==> config.mk <==
export PLATFORM = sky130hd
export DESIGN_NAME = three_band_biquad_equalizer
export DESIGN_NICKNAME = d
export VERILOG_FILES = /design/src/design/tbe_pkg.sv /design/src/design/tbe_ctrl.sv /design/src/design/tbe_datapath.sv /design/src/design/three_band_biquad_equalizer.sv
export VERILOG_INCLUDE_DIRS = /design/src /design/src/design
export SDC_FILE = /design/constraint.sdc
export NUM_CORES = 2
export LEC_CHECK = 0
export ABC_AREA = 0
export BUFFER_PORTS_ARGS = -buffer_cell sky130_fd_sc_hd__clkbuf_2
export CORE_ASPECT_RATIO = 0.5
export CORE_MARGIN = 4
export CORE_UTILIZATION = 55
export DETAILED_ROUTE_END_ITERATION = 7
export GPL_TIMING_DRIVEN = 0
export MAX_ROUTING_LAYER = met4
export PLACE_DENSITY = 0.74
export SLEW_MARGIN = 20
export SYNTH_ARGS = -nofsm -noshare
export SYNTH_HDL_FRONTEND = slang
export SYNTH_SLANG_ARGS = --single-unit
==> constraint.sdc <==
create_clock -name clk_i -period 10.54 [get_ports clk_i]
set_clock_uncertainty 0.1 [all_clocks]
set_input_delay 2.108 -clock clk_i [delete_from_list [all_inputs] [get_ports clk_i]]
set_output_delay 2.108 -clock clk_i [all_outputs]
set_load 0.01 [all_outputs]
==> src/design/assert_macros.svh <==
// Assertion macros shared by the equalizer design files.
`ifndef ASSERT_MACROS_SVH
`define ASSERT_MACROS_SVH
`ifndef SYNTHESIS
`define ASSERT_RST(lbl, prop, msg) \
  lbl: assert property (@(posedge clk_i) disable iff (!rst_ni) prop) else $error(msg);
`define ASSERT_ANY(lbl, prop, msg) \
  lbl: assert property (@(posedge clk_i) prop) else $error(msg);
`else
`define ASSERT_RST(lbl, prop, msg)
`define ASSERT_ANY(lbl, prop, msg)
`endif
`endif

==> src/design/tbe_pkg.sv <==
// Constants, types and rounding helpers of the three-band equaliser.
package tbe_pkg;

  localparam int SAMPLE_BITS  = 24;
  localparam int COEF_BITS    = 26;
  localparam int GAIN_BITS    = 24;
  localparam int GAIN_FRAC    = 22;
  localparam int COEF_FRAC    = COEF_BITS - 4;
  localparam int NUM_SEC      = 3;
  localparam int TAPS         = 5;
  localparam int NUM_COEF     = NUM_SEC * TAPS;
  localparam int HIST_PER_SEC = 4;
  localparam int NUM_HIST     = NUM_SEC * HIST_PER_SEC;
  localparam int IDX_BITS     = 4;
  localparam int SEC_BITS     = 2;
  localparam int STEP_BITS    = 3;
  localparam int HIST_BITS    = $clog2(NUM_HIST);
  localparam int CFG_IDX_BITS = 2;
  localparam int MUL_A_BITS   = (COEF_BITS > GAIN_BITS + 1) ? COEF_BITS : GAIN_BITS + 1;
  localparam int PROD_BITS    = MUL_A_BITS + SAMPLE_BITS;
  localparam int ACC_BITS     = (PROD_BITS + 3 > 64) ? 64 : PROD_BITS + 3;

  localparam logic CMD_FILTER = 1'b0;
  localparam logic CMD_COEF   = 1'b1;

  localparam logic [CFG_IDX_BITS-1:0] REG_BASS   = 2'd0;
  localparam logic [CFG_IDX_BITS-1:0] REG_MID    = 2'd1;
  localparam logic [CFG_IDX_BITS-1:0] REG_TREBLE = 2'd2;

  localparam logic [STEP_BITS-1:0] SLOT_B0 = 3'd0;
  localparam logic [STEP_BITS-1:0] SLOT_B1 = 3'd1;
  localparam logic [STEP_BITS-1:0] SLOT_B2 = 3'd2;
  localparam logic [STEP_BITS-1:0] SLOT_A1 = 3'd3;
  localparam logic [STEP_BITS-1:0] SLOT_A2 = 3'd4;

  localparam logic [SEC_BITS-1:0] SEC_LOW  = 2'd0;
  localparam logic [SEC_BITS-1:0] SEC_MID  = 2'd1;
  localparam logic [SEC_BITS-1:0] SEC_HIGH = 2'd2;

  typedef struct packed {
    logic                 load_x;
    logic                 coef_we;
    logic                 mul_coef;
    logic                 mul_gain;
    logic                 acc_clr;
    logic                 acc_add;
    logic                 round_y;
    logic                 round_g;
    logic                 out_load;
    logic [SEC_BITS-1:0]  sec;
    logic [STEP_BITS-1:0] step;
  } tbe_cmd_t;

  typedef struct packed {
    logic out_free;
  } tbe_stat_t;

  typedef struct packed {
    logic                          clip;
    logic signed [SAMPLE_BITS-1:0] val;
  } tbe_sat_t;

  // Round half up, shift right arithmetically by frac, saturate to a sample.
  function automatic tbe_sat_t round_sat(input logic signed [ACC_BITS-1:0] v, input int frac);
    logic signed [ACC_BITS:0] half;
    logic signed [ACC_BITS:0] t;
    logic signed [ACC_BITS:0] s;
    logic signed [ACC_BITS:0] hi;
    logic signed [ACC_BITS:0] lo;
    tbe_sat_t                 r;
    half = '0;
    half[frac-1] = 1'b1;
    t = {v[ACC_BITS-1], v};
    t = t + half;
    s = t >>> frac;
    hi = {{(ACC_BITS - SAMPLE_BITS + 2){1'b0}}, {(SAMPLE_BITS - 1){1'b1}}};
    lo = {{(ACC_BITS - SAMPLE_BITS + 2){1'b1}}, {(SAMPLE_BITS - 1){1'b0}}};
    if (s > hi) begin
      r.clip = 1'b1;
      r.val  = hi[SAMPLE_BITS-1:0];
    end else if (s < lo) begin
      r.clip = 1'b1;
      r.val  = lo[SAMPLE_BITS-1:0];
    end else begin
      r.clip = 1'b0;
      r.val  = s[SAMPLE_BITS-1:0];
    end
    return r;
  endfunction

endpackage

==> src/design/tbe_ctrl.sv <==
// Sequencer that steps the shared multiply-accumulate through the three sections.
module tbe_ctrl (
  input  logic                clk_i,
  input  logic                rst_ni,
  input  logic                in_valid_i,
  input  logic                cmd_i,
  output logic                in_ready_o,
  input  tbe_pkg::tbe_stat_t  stat_i,
  output tbe_pkg::tbe_cmd_t   cmd_o
);
  import tbe_pkg::*;

  localparam logic [2:0] S_IDLE  = 3'd0;
  localparam logic [2:0] S_MAC   = 3'd1;
  localparam logic [2:0] S_FLUSH = 3'd2;
  localparam logic [2:0] S_ROUND = 3'd3;
  localparam logic [2:0] S_GMUL  = 3'd4;
  localparam logic [2:0] S_GRND  = 3'd5;

  logic [2:0]           state_q, state_d;
  logic [SEC_BITS-1:0]  sec_q, sec_d;
  logic [STEP_BITS-1:0] step_q, step_d;

  assign in_ready_o = (state_q == S_IDLE);

  always_comb begin
    state_d = state_q;
    sec_d   = sec_q;
    step_d  = step_q;
    cmd_o   = '0;
    cmd_o.sec  = sec_q;
    cmd_o.step = step_q;
    unique case (state_q)
      S_IDLE: begin
        if (in_valid_i) begin
          if (cmd_i == CMD_COEF) begin
            cmd_o.coef_we = 1'b1;
          end else begin
            cmd_o.load_x = 1'b1;
            sec_d   = SEC_LOW;
            step_d  = SLOT_B0;
            state_d = S_MAC;
          end
        end
      end
      S_MAC: begin
        cmd_o.mul_coef = 1'b1;
        if (step_q == SLOT_B0) begin
          cmd_o.acc_clr = 1'b1;
        end else begin
          cmd_o.acc_add = 1'b1;
        end
        if (step_q == SLOT_A2) begin
          state_d = S_FLUSH;
        end else begin
          step_d = step_q + STEP_BITS'(1);
        end
      end
      S_FLUSH: begin
        cmd_o.acc_add = 1'b1;
        state_d = S_ROUND;
      end
      S_ROUND: begin
        cmd_o.round_y = 1'b1;
        state_d = S_GMUL;
      end
      S_GMUL: begin
        cmd_o.mul_gain = 1'b1;
        state_d = S_GRND;
      end
      S_GRND: begin
        if (sec_q == SEC_HIGH) begin
          if (stat_i.out_free) begin
            cmd_o.round_g  = 1'b1;
            cmd_o.out_load = 1'b1;
            state_d = S_IDLE;
          end
        end else begin
          cmd_o.round_g = 1'b1;
          sec_d   = sec_q + SEC_BITS'(1);
          step_d  = SLOT_B0;
          state_d = S_MAC;
        end
      end
      default: begin
        state_d = S_IDLE;
      end
    endcase
  end

  always_ff @(posedge clk_i or negedge rst_ni) begin
    if (!rst_ni) begin
      state_q <= S_IDLE;
      sec_q   <= SEC_LOW;
      step_q  <= SLOT_B0;
    end else begin
      state_q <= state_d;
      sec_q   <= sec_d;
      step_q  <= step_d;
    end
  end

endmodule

==> src/design/tbe_datapath.sv <==
// Coefficient table, filter history, gains, shared multiplier, accumulator and result register.
module tbe_datapath (
  input  logic                                    clk_i,
  input  logic                                    rst_ni,
  input  tbe_pkg::tbe_cmd_t                       cmd_i,
  output tbe_pkg::tbe_stat_t                      stat_o,
  input  logic [tbe_pkg::IDX_BITS-1:0]            coef_index_i,
  input  logic signed [tbe_pkg::COEF_BITS-1:0]    coef_value_i,
  input  logic signed [tbe_pkg::SAMPLE_BITS-1:0]  sample_in_i,
  input  logic                                    cfg_we_i,
  input  logic [tbe_pkg::CFG_IDX_BITS-1:0]        cfg_index_i,
  input  logic [tbe_pkg::GAIN_BITS-1:0]           cfg_data_i,
  output logic                                    out_valid_o,
  input  logic                                    out_ready_i,
  output logic signed [tbe_pkg::SAMPLE_BITS-1:0]  sample_out_o,
  output logic                                    clipped_o
);
  import tbe_pkg::*;

  logic signed [COEF_BITS-1:0]   coef_q [NUM_COEF];
  logic signed [SAMPLE_BITS-1:0] hist_q [NUM_HIST];
  logic [GAIN_BITS-1:0]          bass_q, mid_q, treble_q;
  logic signed [SAMPLE_BITS-1:0] x_q, y_q;
  logic                          clip_q;
  logic signed [PROD_BITS-1:0]   p_q, p_d;
  logic                          p_neg_q;
  logic signed [ACC_BITS-1:0]    acc_q, acc_d, p_ext;
  logic [IDX_BITS-1:0]           coef_addr;
  logic [HIST_BITS-1:0]          hist_addr;
  logic [GAIN_BITS-1:0]          gain_sel;
  logic signed [MUL_A_BITS-1:0]  mul_a;
  logic signed [SAMPLE_BITS-1:0] mul_b;
  tbe_sat_t                      y_sat, g_sat;
  logic                          out_valid_q;
  logic signed [SAMPLE_BITS-1:0] out_sample_q;
  logic                          out_clip_q;

  assign coef_addr = IDX_BITS'(cmd_i.sec) * IDX_BITS'(TAPS) + IDX_BITS'(cmd_i.step);
  assign hist_addr = HIST_BITS'(cmd_i.sec) * HIST_BITS'(HIST_PER_SEC)
                   + HIST_BITS'(cmd_i.step) - HIST_BITS'(1);

  always_comb begin
    unique case (cmd_i.sec)
      SEC_LOW: gain_sel = bass_q;
      SEC_MID: gain_sel = mid_q;
      default: gain_sel = treble_q;
    endcase
  end

  always_comb begin
    if (cmd_i.mul_gain) begin
      mul_a = signed'({{(MUL_A_BITS - GAIN_BITS){1'b0}}, gain_sel});
      mul_b = y_q;
    end else begin
      mul_a = MUL_A_BITS'(coef_q[coef_addr]);
      mul_b = (cmd_i.step == SLOT_B0) ? x_q : hist_q[hist_addr];
    end
  end

  assign p_d   = PROD_BITS'(mul_a) * PROD_BITS'(mul_b);
  assign p_ext = ACC_BITS'(p_q);

  always_comb begin
    acc_d = acc_q;
    if (cmd_i.acc_clr) begin
      acc_d = '0;
    end else if (cmd_i.acc_add) begin
      acc_d = p_neg_q ? (acc_q - p_ext) : (acc_q + p_ext);
    end
  end

  assign y_sat = round_sat(acc_q, COEF_FRAC);
  assign g_sat = round_sat(p_ext, GAIN_FRAC);

  always_ff @(posedge clk_i or negedge rst_ni) begin
    if (!rst_ni) begin
      for (int i = 0; i < NUM_COEF; i++) begin
        coef_q[i] <= (i % TAPS == 0) ? (COEF_BITS'(1) <<< COEF_FRAC) : '0;
      end
    end else if (cmd_i.coef_we && (coef_index_i < IDX_BITS'(NUM_COEF))) begin
      coef_q[coef_index_i] <= coef_value_i;
    end
  end

  always_ff @(posedge clk_i or negedge rst_ni) begin
    if (!rst_ni) begin
      for (int i = 0; i < NUM_HIST; i++) begin
        hist_q[i] <= '0;
      end
    end else if (cmd_i.round_y) begin
      for (int s = 0; s < NUM_SEC; s++) begin
        if (cmd_i.sec == SEC_BITS'(s)) begin
          hist_q[s*HIST_PER_SEC]     <= x_q;
          hist_q[s*HIST_PER_SEC + 1] <= hist_q[s*HIST_PER_SEC];
          hist_q[s*HIST_PER_SEC + 2] <= y_sat.val;
          hist_q[s*HIST_PER_SEC + 3] <= hist_q[s*HIST_PER_SEC + 2];
        end
      end
    end
  end

  always_ff @(posedge clk_i or negedge rst_ni) begin
    if (!rst_ni) begin
      bass_q   <= GAIN_BITS'(1) << GAIN_FRAC;
      mid_q    <= GAIN_BITS'(1) << GAIN_FRAC;
      treble_q <= GAIN_BITS'(1) << GAIN_FRAC;
    end else if (cfg_we_i) begin
      if (cfg_index_i == REG_BASS) begin
        bass_q <= cfg_data_i;
      end
      if (cfg_index_i == REG_MID) begin
        mid_q <= cfg_data_i;
      end
      if (cfg_index_i == REG_TREBLE) begin
        treble_q <= cfg_data_i;
      end
    end
  end

  always_ff @(posedge clk_i) begin
    if (cmd_i.mul_coef || cmd_i.mul_gain) begin
      p_q     <= p_d;
      p_neg_q <= cmd_i.mul_coef && (cmd_i.step >= SLOT_A1);
    end
    acc_q <= acc_d;
    if (cmd_i.round_y) begin
      y_q <= y_sat.val;
    end
    if (cmd_i.load_x) begin
      x_q <= sample_in_i;
    end else if (cmd_i.round_g) begin
      x_q <= g_sat.val;
    end
    if (cmd_i.load_x) begin
      clip_q <= 1'b0;
    end else if (cmd_i.round_y) begin
      clip_q <= clip_q | y_sat.clip;
    end else if (cmd_i.round_g) begin
      clip_q <= clip_q | g_sat.clip;
    end
    if (cmd_i.out_load) begin
      out_sample_q <= g_sat.val;
      out_clip_q   <= clip_q | g_sat.clip;
    end
  end

  always_ff @(posedge clk_i or negedge rst_ni) begin
    if (!rst_ni) begin
      out_valid_q <= 1'b0;
    end else if (cmd_i.out_load) begin
      out_valid_q <= 1'b1;
    end else if (out_ready_i) begin
      out_valid_q <= 1'b0;
    end
  end

  assign stat_o.out_free = !out_valid_q || out_ready_i;

  assign out_valid_o  = out_valid_q;
  assign sample_out_o = out_sample_q;
  assign clipped_o    = out_clip_q;

endmodule

==> src/design/three_band_biquad_equalizer.sv <==
// Top level of the three-band biquad equaliser: sequencer, datapath and checks.
//
// A filter request (cmd 0) keeps the block busy while one shared 26 x 24 bit multiplier
// with a product register runs each of the three sections as five coefficient products,
// one accumulate of the last product, rounding, gain product and gain rounding, and
// the last section waits at gain rounding while the previous result has not been taken;
// only then does the block take a new request.
// A coefficient write request (cmd 1) leaves the block ready and gives no result.
// The result register lets a finished sample wait while a new request enters.
// The user must write the gain registers through the configuration port only while idle; the block does not enforce it.
module three_band_biquad_equalizer (
  input  logic                                    clk_i,
  input  logic                                    rst_ni,
  input  logic                                    in_valid_i,
  output logic                                    in_ready_o,
  input  logic                                    cmd_i,
  input  logic [tbe_pkg::IDX_BITS-1:0]            coef_index_i,
  input  logic signed [tbe_pkg::COEF_BITS-1:0]    coef_value_i,
  input  logic signed [tbe_pkg::SAMPLE_BITS-1:0]  sample_in_i,
  output logic                                    out_valid_o,
  input  logic                                    out_ready_i,
  output logic signed [tbe_pkg::SAMPLE_BITS-1:0]  sample_out_o,
  output logic                                    clipped_o,
  input  logic                                    cfg_we_i,
  input  logic [tbe_pkg::CFG_IDX_BITS-1:0]        cfg_index_i,
  input  logic [tbe_pkg::GAIN_BITS-1:0]           cfg_data_i
);
  import tbe_pkg::*;
`include "assert_macros.svh"

  tbe_cmd_t  cmd;
  tbe_stat_t stat;
  logic      filt_req;
  logic      coef_req;

  assign filt_req = in_valid_i && in_ready_o && (cmd_i == CMD_FILTER);
  assign coef_req = in_valid_i && in_ready_o && (cmd_i == CMD_COEF);

  tbe_ctrl u_ctrl (
    .clk_i      (clk_i),
    .rst_ni     (rst_ni),
    .in_valid_i (in_valid_i),
    .cmd_i      (cmd_i),
    .in_ready_o (in_ready_o),
    .stat_i     (stat),
    .cmd_o      (cmd)
  );

  tbe_datapath u_datapath (
    .clk_i        (clk_i),
    .rst_ni       (rst_ni),
    .cmd_i        (cmd),
    .stat_o       (stat),
    .coef_index_i (coef_index_i),
    .coef_value_i (coef_value_i),
    .sample_in_i  (sample_in_i),
    .cfg_we_i     (cfg_we_i),
    .cfg_index_i  (cfg_index_i),
    .cfg_data_i   (cfg_data_i),
    .out_valid_o  (out_valid_o),
    .out_ready_i  (out_ready_i),
    .sample_out_o (sample_out_o),
    .clipped_o    (clipped_o)
  );

  `ASSERT_RST(a_busy_after_filter, filt_req |=> !in_ready_o, "ready after a filter request")
  `ASSERT_RST(a_coef_silent, coef_req |=> !$rose(out_valid_o), "coefficient write gave a result")
  `ASSERT_RST(a_result_at_idle, $rose(out_valid_o) |-> in_ready_o, "result while still busy")

endmodule
Yosys cells after proc, flatten, opt, wreduce, memory -nomap -nowiden
Index checks and enable logic that the tools add are counted.
{"block": "classes", "reduce_logical": 24, "n_bitwise": 5, "n_eq_ne": 16, "addsub": 9, "n_mul": 2, "n_mux": 54, "magnitude_cmp": 10}
{"operator": "bitwise mux 390 bit", "n": 1}
{"operator": "two-way mux 24 bit", "n": 6}
{"operator": "binary-select mux 26 bit (select 4 bit)", "n": 1}
{"operator": "demux 26 bit (select 4 bit)", "n": 1}
{"operator": "two-way mux 26 bit", "n": 4}
{"operator": "two-way mux 25 bit", "n": 4}
{"operator": "binary-select mux 24 bit (select 4 bit)", "n": 1}
{"operator": "adder 53 x 23 -> 54 bit (second input constant)", "n": 1}
{"operator": "adder 53 x 50 -> 53 bit", "n": 1}
{"operator": "two-way mux 53 bit", "n": 1}
{"operator": "subtractor 53 x 50 -> 53 bit", "n": 1}
{"operator": "adder 50 x 23 -> 51 bit (second input constant)", "n": 1}
{"operator": "multiplier 26 x 24 -> 50 bit", "n": 1}
{"operator": "case mux 24 bit (2 select lines)", "n": 1}
{"operator": "greater-than comparator 32 x 24 -> 1 bit (second input constant)", "n": 1}
{"operator": "< comparator 32 x 24 -> 1 bit (second input constant)", "n": 1}
{"operator": "greater-than comparator 29 x 24 -> 1 bit (second input constant)", "n": 1}
{"operator": "< comparator 29 x 24 -> 1 bit (second input constant)", "n": 1}
{"operator": "two-way mux 3 bit", "n": 9}
{"operator": "case mux 3 bit (6 select lines)", "n": 1}
{"operator": ">= comparator 5 bit (second input constant)", "n": 3}
{"operator": "NOT 4 -> 5 bit", "n": 3}
{"operator": "two-way mux 1 bit", "n": 14}
{"operator": "two-way mux 2 bit", "n": 7}
{"operator": "30 further kinds", "n": 54}
{"block": "word_totals", "output_inout_bits": 27, "reg_bits": 937, "word_cells": 162}

Longest topological paths before layout
{"block": "logic_depth", "depth_word": 9, "ltp_mapped": 45}

Cells and area by module
Synthesis repeated with hierarchy kept, for this count alone.
{"block": "unflattened", "hier_cells": 6248, "area_unflattened_um2": 68720.9}
{"mod": "tbe_datapath", "cells_each": 6180, "n_inst": 1, "seq_area_each_um2": 23605.1, "area_per_inst_um2": 68127.8}
{"mod": "tbe_ctrl", "cells_each": 68, "n_inst": 1, "seq_area_each_um2": 200.2, "area_per_inst_um2": 593.1}

Worst setup path after synthesis
No wires, ideal clock.
{"block": "synth_path", "path_type": "reg-to-reg", "from": "register u_ctrl.step_q[0]", "to": "register u_datapath.p_q[47], data pin", "synth_period_minus_slack_ns": 10.766, "t_required_ns": 10.305, "setup_time_ns": 0.135, "t_arrival_ns": 10.531, "path_slack_ns": -0.226, "path_stages_with_launch": 42, "path_buffers": 8, "path_cell_list": "dfrtp_1 > buf_2 > buf_2 > buf_2 > buf_2 > inv_1 > ha_1 > buf_2 > buf_2 > buf_2 > mux4_2 > mux2i_1 > nor2_1 > a31oi_1 > a21oi_1 > nor2_1 > o21bai_1 > clkbuf_1 > [... 6 more ...] > fa_1 > fa_1 > fa_1 > inv_1 > fa_1 > inv_1 > ha_1 > a21o_1 > a21o_1 > a21o_1 > a21oi_1 > o21bai_1 > a2111oi_4 > o21ai_2 > a41oi_2 > o21ai_2 > or4b_1 > nand3_1"}
{"block": "synth_between", "elab_chain_len": 9, "word_cells_on_any_way": 16, "cone_classes": "add/sub: 3; mul: 1; mux: 9; bitwise: 2; reduce/logical: 1"}
{"item": "start: declaration", "line_no": "tbe_ctrl.sv:22", "rtl": "logic [STEP_BITS-1:0] step_q, step_d;"}
{"item": "start signal: assignment", "line_no": "tbe_ctrl.sv:99", "rtl": "step_q <= step_d;"}
{"item": "adder 4 x 3 -> 4 bit", "line_no": "tbe_datapath.sv:40", "rtl": "+ HIST_BITS'(cmd_i.step) - HIST_BITS'(1);"}
{"item": "subtractor 4 x 1 -> 4 bit", "line_no": "tbe_datapath.sv:40"}
{"item": "NOT 4 -> 5 bit (not written as such)", "line_no": "tbe_datapath.sv:56", "rtl": "mul_b = (cmd_i.step == SLOT_B0) ? x_q : hist_q[hist_addr];"}
{"item": "binary-select mux 24 bit (select 4 bit)", "line_no": "tbe_datapath.sv:56"}
{"item": "two-way mux 24 bit (not written as such) (2 in a row)", "line_no": "tbe_datapath.sv:56"}
{"item": "two-way mux 24 bit", "line_no": "tbe_datapath.sv:56"}
{"item": "two-way mux 24 bit", "line_no": "tbe_datapath.sv:51", "rtl": "if (cmd_i.mul_gain) begin"}
{"item": "multiplier 26 x 24 -> 50 bit *", "line_no": "tbe_datapath.sv:60", "rtl": "assign p_d = PROD_BITS'(mul_a) * PROD_BITS'(mul_b);"}
{"item": "via u_datapath.p_d[47]", "line_no": "tbe_datapath.sv:25", "rtl": "logic signed [PROD_BITS-1:0] p_q, p_d;"}
{"item": "end signal: assignment", "line_no": "tbe_datapath.sv:122", "rtl": "p_q <= p_d;"}
{"item": "end: declaration", "line_no": "tbe_datapath.sv:25"}
Mark *: on every way through the listed nets, which the timed path passes. The rest lies on a longest branch. The select of a mux whose other input is x is not followed.
A chain may end at the register's enable or synchronous reset.

Worst setup path in the final report
{"block": "layout_path", "from": "register u_ctrl.step_q[2]", "to": "register u_datapath.p_q[49], data pin"}
The elaborated chain is that of the path after synthesis.

==> flow_summary.yaml <==
status:
  status: "complete, but fails checks"
  violations: "setup timing"
synth:
  syn_nets: 7047
  synth_area_per_cell_um2: 11.3
  syn_inst: 6101
  ys_ff_latch: 937
  synth_edf_count: 124
  syn_area_um2: 68700
  synth_flop_cell: "dfrtp_1"
  yosysSeqAreaShare: 0.347
  ys_types: 85
  yosysWarningCount: 0
  synthArstFlopShare: 0.810
clocking:
  h-tree-depth: 3
  clk_pin_slew_ns: 0.06
  clock_sink_count: 937
  cts_buffers: 87
  insertion_delay_ns: 0.72
  clock_tree.root_cell: "clkbuf_16"
  cts_hold_buf: 0
  cts.path.max_buffers: 3
  cts_tree: "yes"
hold_path:
  worstHoldStart: "u_datapath.clip_q$_SDFFE_PP0P_"
  hold_depth: 2
  whs_endpoint: "u_datapath.clip_q$_SDFFE_PP0P_"
  hold_path.class: "reg -> reg"
worst_setup_path:
  r2r_end: "u_datapath.p_q[49]$_DFFE_PP_"
  rr_startpoint: "u_ctrl.step_q[2]$_DFFE_PN0P_"
  r2r_setup_slack_ns: -0.04
  critPathRequiredTime_ns: 10.89
  crit_fanout: 6
  slowest_stage: "fa_2"
  crit_path_frequent_cell: "buf_12"
  arrival_ns: 10.93
  startpoint_type: "flip-flop"
  r2r.worst_path.cells: 39
  end_kind: "flip-flop"
  path_class: "reg -> reg"
  max_stage_delay_ns: 0.61
cells_and_area:
  seqCellArea_um2: 23800
  drive_gt1_frac: 0.299
  n_fill_cell: 9318
  layout_commonest_cell: "dfrtp_1"
  fin_area_um2: 79800
  area.growth.synth_to_final_pct: 16.3
  fin_nets: 7502
  final_cell_mix: "748 x dfrtp_1, 737 x inv_1, 702 x mux2_2"
  multiInputGateArea_um2: 42100
detailed_routing:
  wirelength_um: 228000
  viasPerCell: 6.12
  wl_per_cell_um: 27.5
  drt_first_pass_iters: 8
  vias: 50900
  drtIter0Drc: 5549
  route.detailed.drc: 0
  route.antenna.remaining_nets: 0
timing:
  timing.fmax_mhz: 94.5
  fin_crit_sh: 1.00
  drv_slew: 0
  setup_ws_ns: -0.0440
  setup-violations-final: 1
  fin_crit_ns: 10.58
  slew_headroom: 0.228
  rsz0062_at_grt: "yes"
  hold_violations: 0
  worst_pin_slew_ns: 1.16
floorplan:
  core_um2: 124000
  initial_core_util: 0.555
  die_area_um2: 131000
  die_y_um: 258
  rows: 91
  pin_count: 113
  die_x_um: 508
global_route:
  grt_max_degree: 95
  grt_usage: 0.358
  grt_pass1_vias: 52500
  grt_pass1_wl_um: 337000
  grt_overflow_total: 0
  antenna_found_initial: 18
placement:
  placed_area_um2: 71800
  hpwlAfterDp_um: 174000
  gp_congestion: 1.01
  post-place-ws_ns: -4.43
  io_buffers: 110
run:
  maxCapViolations: 0
[state kept, by name (all words and copies together), names as in the netlist, 24 cells and up]
| name | count |
|---|---|
| u_datapath.y_q | 24 |
| u_datapath.coef_q | 390 |
| u_datapath.hist_q | 288 |
| u_datapath.sample_out_o | 24 |
| u_datapath.treble_q | 24 |
| u_datapath.mid_q | 24 |
| u_datapath.bass_q | 24 |
| u_datapath.p_q | 50 |
| u_datapath.x_q | 24 |
| u_datapath.acc_q | 53 |
[timing repair]
item,CTS,global route
setup buffers,125,108
pin swaps,53,93
setup endpoints to repair,39,12
cloned,1,9
resized for setup,515,254
[cells in the mapped netlist (53+ instances only)]
library cell	n	share of area
ha_1	206	0.038
nor2_1	404	0.022
mux2i_1	62	0.0090
xnor2_1	134	0.017
nand2b_1	59	0.0054
fa_1	654	0.19
mux4_2	176	0.058
a21oi_1	213	0.016
edfxtp_1	124	0.054
or2_2	161	0.015
dfxtp_1	54	0.016
nand2_1	313	0.017
o21ai_0	145	0.011
inv_1	769	0.042
clkbuf_1	294	0.016
xor2_1	66	0.0084
mux2_2	702	0.12
nor2b_1	53	0.0048
dfrtp_1	753	0.27
o21ai_1	120	0.0087
nand3_1	116	0.0085
[area by class of cell]
class	instances	area share
diodes	15	0.000470
plain buffers	357	0.0323
clock buffers	126	0.0315
clock inverters	34	0.00608
inverters	769	0.0369
multi-input cells	4032	0.527
flip-flops and latches	937	0.298
well taps	1674	0.0262
repair buffers	372	0.0414
[how the worst max path moves through the flow]
stage	from	to	slack, ns	cells after the start
4_1_cts	u_ctrl.step_q[2]$_DFFE_PN0P_	u_datapath.p_q[49]$_DFFE_PP_	0.0002	38
3_3_place_gp	rst_ni	u_datapath.hist_q[200]$_DFFE_PN0P_	-9.57	1
5_1_grt	u_ctrl.step_q[2]$_DFFE_PN0P_	u_datapath.p_q[49]$_DFFE_PP_	-0.25	44
6_report	u_ctrl.step_q[2]$_DFFE_PN0P_	u_datapath.p_q[49]$_DFFE_PP_	-0.04	39
3_5_place_dp	u_ctrl.step_q[0]$_DFFE_PN0P_	u_datapath.p_q[48]$_DFFE_PP_	-4.43	39
2_1_floorplan	u_ctrl.step_q[0]$_DFFE_PN0P_	u_datapath.p_q[47]$_DFFE_PP_	0.03	41
[kinds of logic (layout without fill, tap and decap cells)]
family,after synthesis,in the layout,share of synthesized area
simple gates,1305,1305,0.0919
compound gates,726,726,0.0629
other cells,0,15,0
buf+inv,1132,1658,0.0628
mux,940,940,0.182
fa+ha+maj,860,860,0.228
xor+xnor,201,201,0.0257
flops,937,937,0.347
[stage by stage]
stage | cells | TNS, ns | hold WS, ns | util
2_1_floorplan | 6101 | 0 | 0.326 | -
6_report | 8316 | -0.0440 | 0.381 | 0.646
4_1_cts | 8187 | 0 | 0.383 | 0.631
3_3_place_gp | 7885 | -7228.30 | 0.347 | 0.577
5_1_grt | 8313 | -0.785 | 0.406 | 0.646
3_5_place_dp | 7904 | -107.33 | 0.366 | 0.581
[critical path: cells and delay by family, from the launching register on]
| family | cells | cell delay, ns |
|---|---|---|
| AND/OR/NAND/NOR | 5 | 1.21 |
| buffers and inverters | 10 | 1.23 |
| flip-flops | 1 | 0.43 |
| adder cells (fa/ha/maj) | 10 | 4.54 |
| AO/OA/AOI/OAI | 11 | 2.07 |
| multiplexers | 1 | 0.29 |
| XOR/XNOR | 2 | 0.41 |
[layer usage]
| layer | GRT usage | share of wire | up-vias |
|---|---|---|---|
| li1 | - | - | 21300 |
| met1 | 0.485 | 0.41 | 26600 |
| met2 | 0.518 | 0.44 | 2622 |
| met3 | 0.121 | 0.12 | 394 |
| met4 | 0.0975 | 0.029 | 0 |
| met5 | - | 0 | - |
Power is not shown: default switching activity piles up to over one toggle a cycle in this logic, so the estimate is an artifact.
